File: src/rtl/ght_pkg.sv
// Shared constants, request/result words and codes for the generational handle table.
package ght_pkg;

    localparam int SLOTS     = 256;
    localparam int GEN_BITS  = 16;
    localparam int REF_BITS  = 32;
    localparam int KIND_BITS = 3;
    localparam int IDX_BITS  = $clog2(SLOTS);
    localparam int CNT_BITS  = $clog2(SLOTS + 1);

    typedef enum logic [1:0] {
        REQ_REGISTER   = 2'd0,
        REQ_UNREGISTER = 2'd1,
        REQ_LOOKUP     = 2'd2,
        REQ_NONE       = 2'd3
    } t_req_e;

    typedef enum logic [2:0] {
        ST_OK       = 3'd0,
        ST_EMPTY    = 3'd1,
        ST_MISMATCH = 3'd2,
        ST_FULL     = 3'd3,
        ST_NOT_REG  = 3'd4,
        ST_NULL     = 3'd5
    } t_status_e;

    typedef struct packed {
        logic [1:0]           req_type;
        logic [REF_BITS-1:0]  object_ref;
        logic [KIND_BITS-1:0] object_kind;
        logic [IDX_BITS-1:0]  slot_index;
        logic [GEN_BITS-1:0]  handle_gen;
    } t_in_word;

    typedef struct packed {
        logic [2:0]           status;
        logic [IDX_BITS-1:0]  out_index;
        logic [GEN_BITS-1:0]  out_gen;
        logic [REF_BITS-1:0]  found_ref;
        logic                 handle_valid;
        logic [CNT_BITS-1:0]  live_count;
        logic [CNT_BITS-1:0]  retired_count;
        logic [CNT_BITS-1:0]  free_count;
    } t_out_word;

    typedef struct packed {
        logic [GEN_BITS-1:0]  gen;
        logic [REF_BITS-1:0]  obj_ref;
        logic [KIND_BITS-1:0] kind;
    } t_slot_entry;

    typedef struct packed {
        logic                 slot_we;
        t_slot_entry          slot_wdata;
        logic                 stk_we;
        logic [IDX_BITS-1:0]  stk_waddr;
        logic [IDX_BITS-1:0]  stk_wdata;
        logic                 pop;
        logic [CNT_BITS-1:0]  depth;
        logic [CNT_BITS-1:0]  live;
        logic [CNT_BITS-1:0]  retired;
    } t_update;

endpackage

File: src/rtl/ght_exec.sv
// Decision and update unit: checks one request against its slot entry and counters.
module ght_exec (
    input  ght_pkg::t_in_word                     i_req,
    input  ght_pkg::t_slot_entry                  i_entry,
    input  logic [ght_pkg::IDX_BITS-1:0]          i_slot,
    input  logic [ght_pkg::CNT_BITS-1:0]          i_depth,
    input  logic [ght_pkg::CNT_BITS-1:0]          i_live,
    input  logic [ght_pkg::CNT_BITS-1:0]          i_retired,
    output ght_pkg::t_out_word                    o_out,
    output ght_pkg::t_update                      o_upd
);

    localparam logic [ght_pkg::GEN_BITS-1:0] GEN_MAX = '1;

    logic [ght_pkg::GEN_BITS-1:0] gen_inc;
    logic                         idx_ok;
    logic                         gen_hit;

    assign gen_inc = ght_pkg::GEN_BITS'(i_entry.gen + 1'b1);
    assign idx_ok  = (32'(i_req.slot_index) < ght_pkg::SLOTS);
    assign gen_hit = idx_ok && (i_entry.gen == i_req.handle_gen);

    always_comb begin
        o_upd         = '0;
        o_upd.depth   = i_depth;
        o_upd.live    = i_live;
        o_upd.retired = i_retired;
        o_out         = '0;
        o_out.status  = ght_pkg::ST_OK;

        unique case (i_req.req_type)
            ght_pkg::REQ_REGISTER: begin
                priority if (i_req.object_ref == '0) begin
                    o_out.status = ght_pkg::ST_NULL;
                end else if (i_depth == '0) begin
                    o_out.status = ght_pkg::ST_FULL;
                end else begin
                    o_upd.pop                = 1'b1;
                    o_upd.depth              = ght_pkg::CNT_BITS'(i_depth - 1'b1);
                    o_upd.live               = ght_pkg::CNT_BITS'(i_live + 1'b1);
                    o_upd.slot_we            = 1'b1;
                    o_upd.slot_wdata.gen     = gen_inc;
                    o_upd.slot_wdata.obj_ref = i_req.object_ref;
                    o_upd.slot_wdata.kind    = i_req.object_kind;
                    o_out.out_index          = i_slot;
                    o_out.out_gen            = gen_inc;
                end
            end
            ght_pkg::REQ_UNREGISTER, ght_pkg::REQ_LOOKUP: begin
                priority if (i_req.handle_gen == '0) begin
                    o_out.status = ght_pkg::ST_EMPTY;
                end else if (!gen_hit) begin
                    o_out.status = ght_pkg::ST_MISMATCH;
                end else if (i_entry.obj_ref == '0) begin
                    o_out.status = ght_pkg::ST_NOT_REG;
                end else if (i_req.req_type == ght_pkg::REQ_UNREGISTER) begin
                    // The generation stays so that stale handles keep missing.
                    o_upd.slot_we        = 1'b1;
                    o_upd.slot_wdata.gen = i_entry.gen;
                    if (i_entry.gen != GEN_MAX) begin
                        if (32'(i_depth) < ght_pkg::SLOTS) begin
                            o_upd.stk_we    = 1'b1;
                            o_upd.stk_waddr = ght_pkg::IDX_BITS'(i_depth);
                            o_upd.stk_wdata = i_slot;
                            o_upd.depth     = ght_pkg::CNT_BITS'(i_depth + 1'b1);
                        end
                    end else begin
                        o_upd.retired = ght_pkg::CNT_BITS'(i_retired + 1'b1);
                    end
                    if (i_live != '0) begin
                        o_upd.live = ght_pkg::CNT_BITS'(i_live - 1'b1);
                    end
                end else begin
                    o_out.found_ref    = i_entry.obj_ref;
                    o_out.handle_valid = 1'b1;
                end
            end
            default: begin
                o_out.status = ght_pkg::ST_OK;
            end
        endcase

        o_out.live_count    = o_upd.live;
        o_out.retired_count = o_upd.retired;
        o_out.free_count    = o_upd.depth;
    end

endmodule

File: config.mk
export PLATFORM = sky130hd
export DESIGN_NAME = ght_exec
export DESIGN_NICKNAME = d
export VERILOG_FILES = /design/src/rtl/ght_pkg.sv /design/src/rtl/ght_exec.sv
export SDC_FILE = /design/constraint.sdc
export NUM_CORES = 1
export LEC_CHECK = 0
export ABC_AREA = 1
export CAP_MARGIN = 40
export CORE_AREA = 2 2 129 131
export DETAILED_ROUTE_END_ITERATION = 8
export DIE_AREA = 0 0 131 133
export DONT_BUFFER_PORTS = 1
export RECOVER_POWER = 100
export SLEW_MARGIN = 20
export SYNTH_ARGS = -nofsm -noshare
export SYNTH_HDL_FRONTEND = slang
export SYNTH_SLANG_ARGS = --single-unit
File: constraint.sdc
create_clock -name vclk -period 5.5
set_clock_uncertainty 0.05 [all_clocks]
set_input_delay 1.1 -clock vclk [all_inputs]
set_output_delay 1.1 -clock vclk [all_outputs]
set_load 0.1 [all_outputs]
==> results of run 1 <==
[critical path: stages]
cell	delay, ps
inv_1	80
nand2_1	80
nand2_1	50
nor2_1	160
nand2_1	120
nor2_1	120
nand2_1	140
nor2_4	370
nand2_1	400
nor2_1	190
o21a_1	120
clkbuf_1	880
[power groups by stage]
| stage | Sequential, mW | Clock (mW) | Combinational, mW |
|---|---|---|---|
| 6_report | 0 | 0 | 0.744 |
| 5_1_grt | 0 | 0 | 0.779 |
| 4_1_cts | 0 | 0 | 0.807 |
| 3_5_place_dp | 0 | 0 | 0.805 |
| 3_3_place_gp | 0 | 0 | 0.801 |
| 2_1_floorplan | 0 | 0 | 0.630 |
[cell usage in the layout (no fill, tap or decap), types with 2 or more instances in the layout]
| master | n |
|---|---|
| a21oi_1 | 15 |
| a21oi_2 | 4 |
| a21oi_4 | 6 |
| buf_12 | 18 |
| buf_16 | 2 |
| buf_4 | 30 |
| clkbuf_1 | 8 |
| clkbuf_2 | 109 |
| clkinv_1 | 3 |
| ha_1 | 11 |
| inv_1 | 176 |
| inv_2 | 7 |
| nand2_1 | 236 |
| nand2_2 | 8 |
| nand3_1 | 67 |
| nand3b_1 | 3 |
| nand4_1 | 31 |
| nor2_1 | 106 |
| nor2_2 | 93 |
| nor2_4 | 3 |
| nor3_1 | 12 |
| nor4_1 | 3 |
| o211ai_1 | 3 |
| o21a_1 | 4 |
| o21ai_0 | 19 |
| xnor2_1 | 2 |
| xnor2_4 | 2 |
| xor2_1 | 17 |
[stage by stage]
step | total power, mW | instance area [sq um] | setup TNS [ps]
6_report | 0.744 | 5570 | 0
4_1_cts | 0.807 | 6460 | 0
2_1_floorplan | 0.630 | 4120 | -8340
3_3_place_gp | 0.801 | 6460 | 0
5_1_grt | 0.779 | 5570 | 0
3_5_place_dp | 0.805 | 6460 | 0
[cells in the mapped netlist (3+ instances only)]
library cell,instances
xnor2_1,4
xor2_1,18
o21a_1,4
ha_1,11
buf_2,15
clkbuf_1,13
nor2_2,15
buf_4,30
nor4_1,3
inv_2,8
a21oi_1,25
nand3b_1,3
o211ai_1,3
nand3_1,66
nor2_1,184
inv_1,177
o21ai_0,18
nand4_1,31
nand2_1,243
nor3_1,11
nor2_4,3
[final cells by class]
class              instances  area (sq um)  area share
well taps                220           275      0.0494
inverters                186           698       0.125
repair buffers           168          1220       0.220
multi-input cells        651          3370       0.605
[cells by family (layout without fill, tap and decap cells)]
logic type	after synthesis	in the layout
buf+inv	247	354
simple gates	565	565
xor+xnor	22	22
fa+ha+maj	11	11
compound gates	53	53
[final timing paths]
path	slack, ps	to	start
worst max-delay path	530	o_upd[84]	i_entry[38]
worst min-delay path	2420	o_out[60]	i_entry[35]
[metal layers]
| metal | global-route usage | share of wire |
|---|---|---|
| met1 | 0.205 | 0.38 |
| met2 | 0.350 | 0.49 |
| met3 | 0.0412 | 0.10 |
| met4 | 0.0561 | 0.027 |
| met5 | 0 | 0 |
==> impl_results.md, run 1 <==
* Routed WL at 17.6 mm
* Worst slack, placed at 889 ps
* First-pass GRT wire length at 26.6 mm
* CLK BUF at 0
* Mapped Cells at 898
* Placer's final routability congestion estimate at 0.930
* Switching Share at 0.821
* Synth Area in Compound Gates at 0.0704
* XOR/XNOR share of the synthesized area at 0.0471
* Avg Vias per Cell at 4.70
* Yosys top cell area share at 0.223
* Crit. End Element: output pin
* Status: finished, final reports clean
* Arr. time, crit path at 3820 ps
* Largest family of logic cells by synthesized area: simple AND/OR/NAND/NOR gates
* Peak VDD IR at 0.0000664 V
* Max_slew headroom at 0.0760
* Synth Area per Inst at 4.55 sq um
* Rows at 47
* Resized cells post-CTS at 0
* CORE AREA at 0.0162 sq mm
* Psw at 610 uW
* Fin nets at 1165
* Synth top area cells: nand2_1 22%, nor2_1 17%, inv_1 16%
* Setup crit start kind: primary input
* Period utilization at 0.903
* Die Y at 133 microns
* Fmax at 0.201 GHz
* PwrDens at 134 mW/mm^2
* Yosys cell types at 31
* Final ANT Viol Nets at 0
* Initial Util at 0.253
* Worst Path Required at 4350 ps
* Synth Area in Simple Gates at 0.588
* Mux cell area share after synthesis at 0
* Postcts setup bufs at 0
* Share of power burned in registers at 0
* Layout sequential cell count at 0
* Largest area contributor in the netlist: nand2_1
* Largest net degree at the start of global routing at 44
* Die ar. at 0.0174 sq mm
* Layout cells sized above 1 at 0.286
* Total track usage at 0.187
* Post-Route Utilization at 0.344
* P_int at 133 uW
* Part of the power in the clock network at 0
* 1st-pass router iterations at 7
* Combinational share of power at 1.000
* Leak at 3.16 nW
* Chip Width at 131 microns
* Drt drc at 0
* Total area of sequential cells at 0 sq um
* Hpwl dp at 14.9 mm
* Critical path type: in -> out
* # hold bufs at CTS at 0
* Initial antenna violation count at 0
* Number of global-route vias before repair at 5462
* Ports at 331
* RSZ-0062 raised after global routing: no
* Worst Hold Depth at 2
* WL per Instance at 14.3 microns
* Post-synthesis sequential area ratio at 0
* Total grt overflow at 0
* Max-cap viol count at 0
* Fillers at 1833
* Cell total after placement at 1225
* Routed via count at 5757
* Area Overhead vs Synth at 36.2%
* Fin cells at 1225
* Drt initial violations at 330
* Antenna cells at 0
* Worst setup margin at 533 ps
* Post-Synth Adder-Cell Area at 0.0337
* Post-layout min period at 4970 ps
* Hold Crit Class: in -> out
* Crit-path max FO at 16
* IO buf count at 0
* Synth Cell Area at 0.00409 sq mm
* Fin. Hold Viols at 0
* Synth Net Count at 1056
* Synth Warn # at 0
* Measured slew at the worst slew-check pin at 1380 ps
* Worst hold margin at 2420 ps
* Setup violations, final at 0
* Final Slew Violations at 0
Note: power is estimated with default switching activity, not from simulation.
==> inputs of run 2 (changes only) <==
--- a/config.mk
+++ b/config.mk
@@ -9,5 +9,5 @@
 export CAP_MARGIN = 40
-export CORE_AREA = 2 2 129 131
+export CORE_AREA = 2 2 128 130
 export DETAILED_ROUTE_END_ITERATION = 8
-export DIE_AREA = 0 0 131 133
+export DIE_AREA = 0 0 130 132
 export DONT_BUFFER_PORTS = 1
--- a/constraint.sdc
+++ b/constraint.sdc
@@ -4,2 +4,2 @@
 set_output_delay 1.1 -clock vclk [all_outputs]
-set_load 0.1 [all_outputs]
+set_load 0.02 [all_outputs]
==> impl_results.md, run 2 (same netlist as run 1, synthesis figures left out) <==
* Post-Route Utilization at 0.262
* RSZ-0062 raised after global routing: no
* CP most frequent cell: inv_1
* Routed WL at 15.9 mm
* Placer's final routability congestion estimate at 0.926
* Postcts setup bufs at 0
* Fmax at 0.203 GHz
* Critical path type: in -> out
* Crit path max-delay family: simple AND/OR/NAND/NOR gates
* Worst hold margin at 2250 ps
* Min-delay src: i_entry[35]
* Hold Crit Class: in -> out
* Max incr delay on CP at 920 ps
* Drt drc at 0
* Final Slew Violations at 0
* Total area of sequential cells at 0 sq um
* Hpwl dp at 13.4 mm
* First-pass GRT wire length at 23.2 mm
* Status: finished, final reports clean
* Worst Hold Depth at 1
* CP Launch Point: i_req[60]
* Crit-path max FO at 32
* Period utilization at 0.895
* Setup crit start kind: primary input
* Fin. Hold Viols at 0
* Layout cells sized above 1 at 0.0320
* Grt peak-use layer: met2
* Crit path cell chain: inv_1 -> ha_1 -> buf_4 -> inv_1 -> nor3_1 -> inv_2 -> nor2_1
* Most frequent cells in the layout: 243 x nand2_1, 198 x nor2_1, 177 x inv_1, 68 x nand3_1, 31 x nand4_1
* Initial Util at 0.260
* Max_slew headroom at 0.251
* Rows at 46
* # hold bufs at CTS at 0
* IO buf count at 0
* CLK BUF at 0
* Arr. time, crit path at 3770 ps
* Max-cap viol count at 0
* Crit path buffers/inverters at 4
* Measured slew at the worst slew-check pin at 1110 ps
* Largest net degree at the start of global routing at 53
* Die Y at 132 microns
* 1st-pass router iterations at 5
* Tot Pwr at 284 uW
* Post-layout min period at 4920 ps
* Avg Vias per Cell at 4.77
* Drt initial violations at 290
* Area Overhead vs Synth at 0.826%
* Met3 usage at 0.0503
* Die ar. at 0.0172 sq mm
* Worst Path Required at 4350 ps
* Final TNS setup at 0 ps
* CORE AREA at 0.0157 sq mm
* WL per Instance at 14.6 microns
* Leak at 2.42 nW
* Total grt overflow at 0
* Number of global-route vias before repair at 4512
* Area of the multi-input gates at 0.00296 sq mm
* Final ANT Viol Nets at 0
* Layout sequential cell count at 0
* Initial antenna violation count at 0
* Most common cell after layout, fill and taps aside: nand2_1
* Routed via count at 5200
* Setup violations, final at 0
* Fillers at 1851
* M1 GR Usage at 0.195
* Placed Area at 0.00427 sq mm
* Hold Path Sink: o_out[60]
* Crit. End Element: output pin
* PwrDens at 68.9 mW/mm^2
* Met2 Use GR at 0.310
* Ports at 331
* CP max stage cell: nor3_1
* Total track usage at 0.168
* Peak VDD IR at 0.0000306 V
* Antenna cells at 0
* Resized cells post-CTS at 0
* Chip Width at 130 microns
* Fin nets at 1034
* Post-route cell area at 0.00412 sq mm
[run 2: cell count changes in the layout (fill, tap and decap cells not counted), moves of 6 or more]
| cell | before | now |
|---|---|---|
| clkbuf_2 | 109 | 0 |
| buf_12 | 18 | 0 |
| buf_4 | 30 | 14 |
| nor2_2 | 93 | 2 |
| a21oi_4 | 6 | 0 |
| clkbuf_1 | 8 | 23 |
| nand2_2 | 8 | 1 |
| nand2_1 | 236 | 243 |
| a21oi_1 | 15 | 25 |
| nor2_1 | 106 | 198 |
[run 2: area by class of cell]
class	count	share of cell area
inverter	186	0.169
multi-input combinational	651	0.719
tap	216	0.0656
timing repair buffer	37	0.0464
[run 2: metrics by stage]
stage | worst slack, ps | instances
floorplan | 1330 | 898
global placement | 990 | 1090
detailed placement | 966 | 1090
CTS | 969 | 1090
global route | 409 | 1090
finish | 579 | 1090
[run 2: how the worst max path moves through the flow]
stage | end | cells after the start | slack, ps
floorplan | o_upd[6] | 11 | 1330
global placement | o_upd[32] | 12 | 990
detailed placement | o_upd[31] | 12 | 970
CTS | o_upd[31] | 12 | 970
global route | o_out[43] | 12 | 410
finish | o_out[43] | 7 | 580
[run 2: where the power goes]
| part | switching (mW) | internal [mW] | leakage, nW |
|---|---|---|---|
| Combinational | 0.212 | 0.0715 | 2.42 |
| Sequential | 0 | 0 | 0 |
| Clock | 0 | 0 | 0 |
[run 2: metal layers]
layer | vias up | share of wire
met5 | - | 0
met4 | 0 | 0.013
met3 | 20 | 0.10
met2 | 260 | 0.48
met1 | 2289 | 0.41
li1 | 2631 | -
==> inputs of run 3 (changes only) <==
==> constraint.sdc (replaced) <==
create_clock -name vclk -period 5.3
set_clock_uncertainty 0.05 [all_clocks]
set_input_delay 0.795 -clock vclk [all_inputs]
set_output_delay 0.795 -clock vclk [all_outputs]
set_load 0.02 [all_outputs]
==> impl_results.md, run 3 (same netlist as run 1, synthesis figures left out) <==
* PwrDens at 71.5 mW/mm^2
* Measured slew at the worst slew-check pin at 1210 ps
* Leak at 2.38 nW
* Number of global-route vias before repair at 4464
* Hold Crit Class: in -> out
* Layout cells sized above 1 at 0.0244
* Chip Width at 130 microns
* Critical path type: in -> out
* Layout sequential cell count at 0
* Fmax at 0.224 GHz
* Hold Path Sink: o_out[60]
* Crit. End Element: output pin
* Worst setup margin at 836 ps
* Fin. Hold Viols at 0
* Status: finished, final reports clean
* Worst Hold Depth at 1
* Max-cap viol count at 0
* Final Slew Violations at 0
* Largest net degree at the start of global routing at 53
* Fin nets at 1020
* Routed via count at 5127
* 1st-pass router iterations at 5
* Post-layout min period at 4460 ps
* CLK BUF at 0
* CORE AREA at 0.0157 sq mm
* Total track usage at 0.167
* Final TNS setup at 0 ps
* Peak VDD IR at 0.0000284 V
* Resized cells post-CTS at 0
* Initial antenna violation count at 0
* Period utilization at 0.842
* Routed WL at 15.8 mm
* Most common cell after layout, fill and taps aside: nand2_1
* Drt drc at 0
* # hold bufs at CTS at 0
* Drt initial violations at 332
* RSZ-0062 raised after global routing: no
* Placer's final routability congestion estimate at 0.899
* IO buf count at 0
* Rows at 46
* Crit-path max FO at 52
* First-pass GRT wire length at 23.1 mm
* Avg Vias per Cell at 4.76
* Max_slew headroom at 0.189
* Total grt overflow at 0
* Total area of sequential cells at 0 sq um
* Worst hold margin at 1640 ps
* Ports at 331
* Postcts setup bufs at 0
* Final ANT Viol Nets at 0
* Worst Path Required at 4450 ps
* Die Y at 132 microns
* Worst slack, placed at 1280 ps
* Min-delay src: i_entry[35]
* Hpwl dp at 13.3 mm
* Post-Route Utilization at 0.258
* Setup violations, final at 0
* Arr. time, crit path at 3620 ps
* Die ar. at 0.0172 sq mm
* Most frequent cells in the layout: 244 x nand2_1, 198 x nor2_1, 179 x inv_1, 68 x nand3_1, 31 x nand4_1
* Initial Util at 0.260
* WL per Instance at 14.7 microns
* Setup crit start kind: primary input
* Antenna cells at 0
* Area Overhead vs Synth at -0.765%
## run 3: cell type report
cell class	count	area, sq um
Fill cell	1871	11700
Inverter	186	698
Multi-Input combinational cell	651	2960
Tap cell	216	270
Timing Repair Buffer	23	129
## run 3: critical path: stages
cell	delay, ps
inv_1	150
ha_1	280
nand2_1	120
nor2_1	110
nand2_1	390
nand3_1	260
clkbuf_2	800
nor2_1	330
o21a_1	350
## run 3: how the worst max path moves through the flow
stage               start         to  slack, ps
2_1_floorplan   i_req[60]   o_upd[6]       1740
3_3_place_gp   i_depth[0]  o_upd[95]       1290
5_1_grt         i_req[60]   o_upd[5]        550
4_1_cts        i_depth[0]  o_upd[95]       1280
3_5_place_dp   i_depth[0]  o_upd[95]       1280
6_report       i_depth[0]  o_upd[80]        840
## run 3: metrics by stage
stage               cells  power, mW  area [sq um]
detailed placement   1075      0.299          4160
global placement     1074      0.297          4150
finish               1076      0.290          4060
global route         1076      0.323          4060
CTS                  1075      0.301          4160
floorplan             898      0.269          4090
## run 3: report_power, final
| part | switching (mW) | leakage, nW | internal, mW |
|---|---|---|---|
| Clock | 0 | 0 | 0 |
| Sequential | 0 | 0 | 0 |
| Combinational | 0.219 | 2.38 | 0.0707 |
## run 3: metal layers
| layer | global-route usage | wire length [microns] | vias to the layer above |
|---|---|---|---|
| li1 | - | - | 2599 |
| met1 | 0.198 | 6450 | 2242 |
| met2 | 0.298 | 7360 | 257 |
| met3 | 0.0455 | 1540 | 29 |
| met4 | 0.0364 | 417 | 0 |
| met5 | 0 | 0 | - |
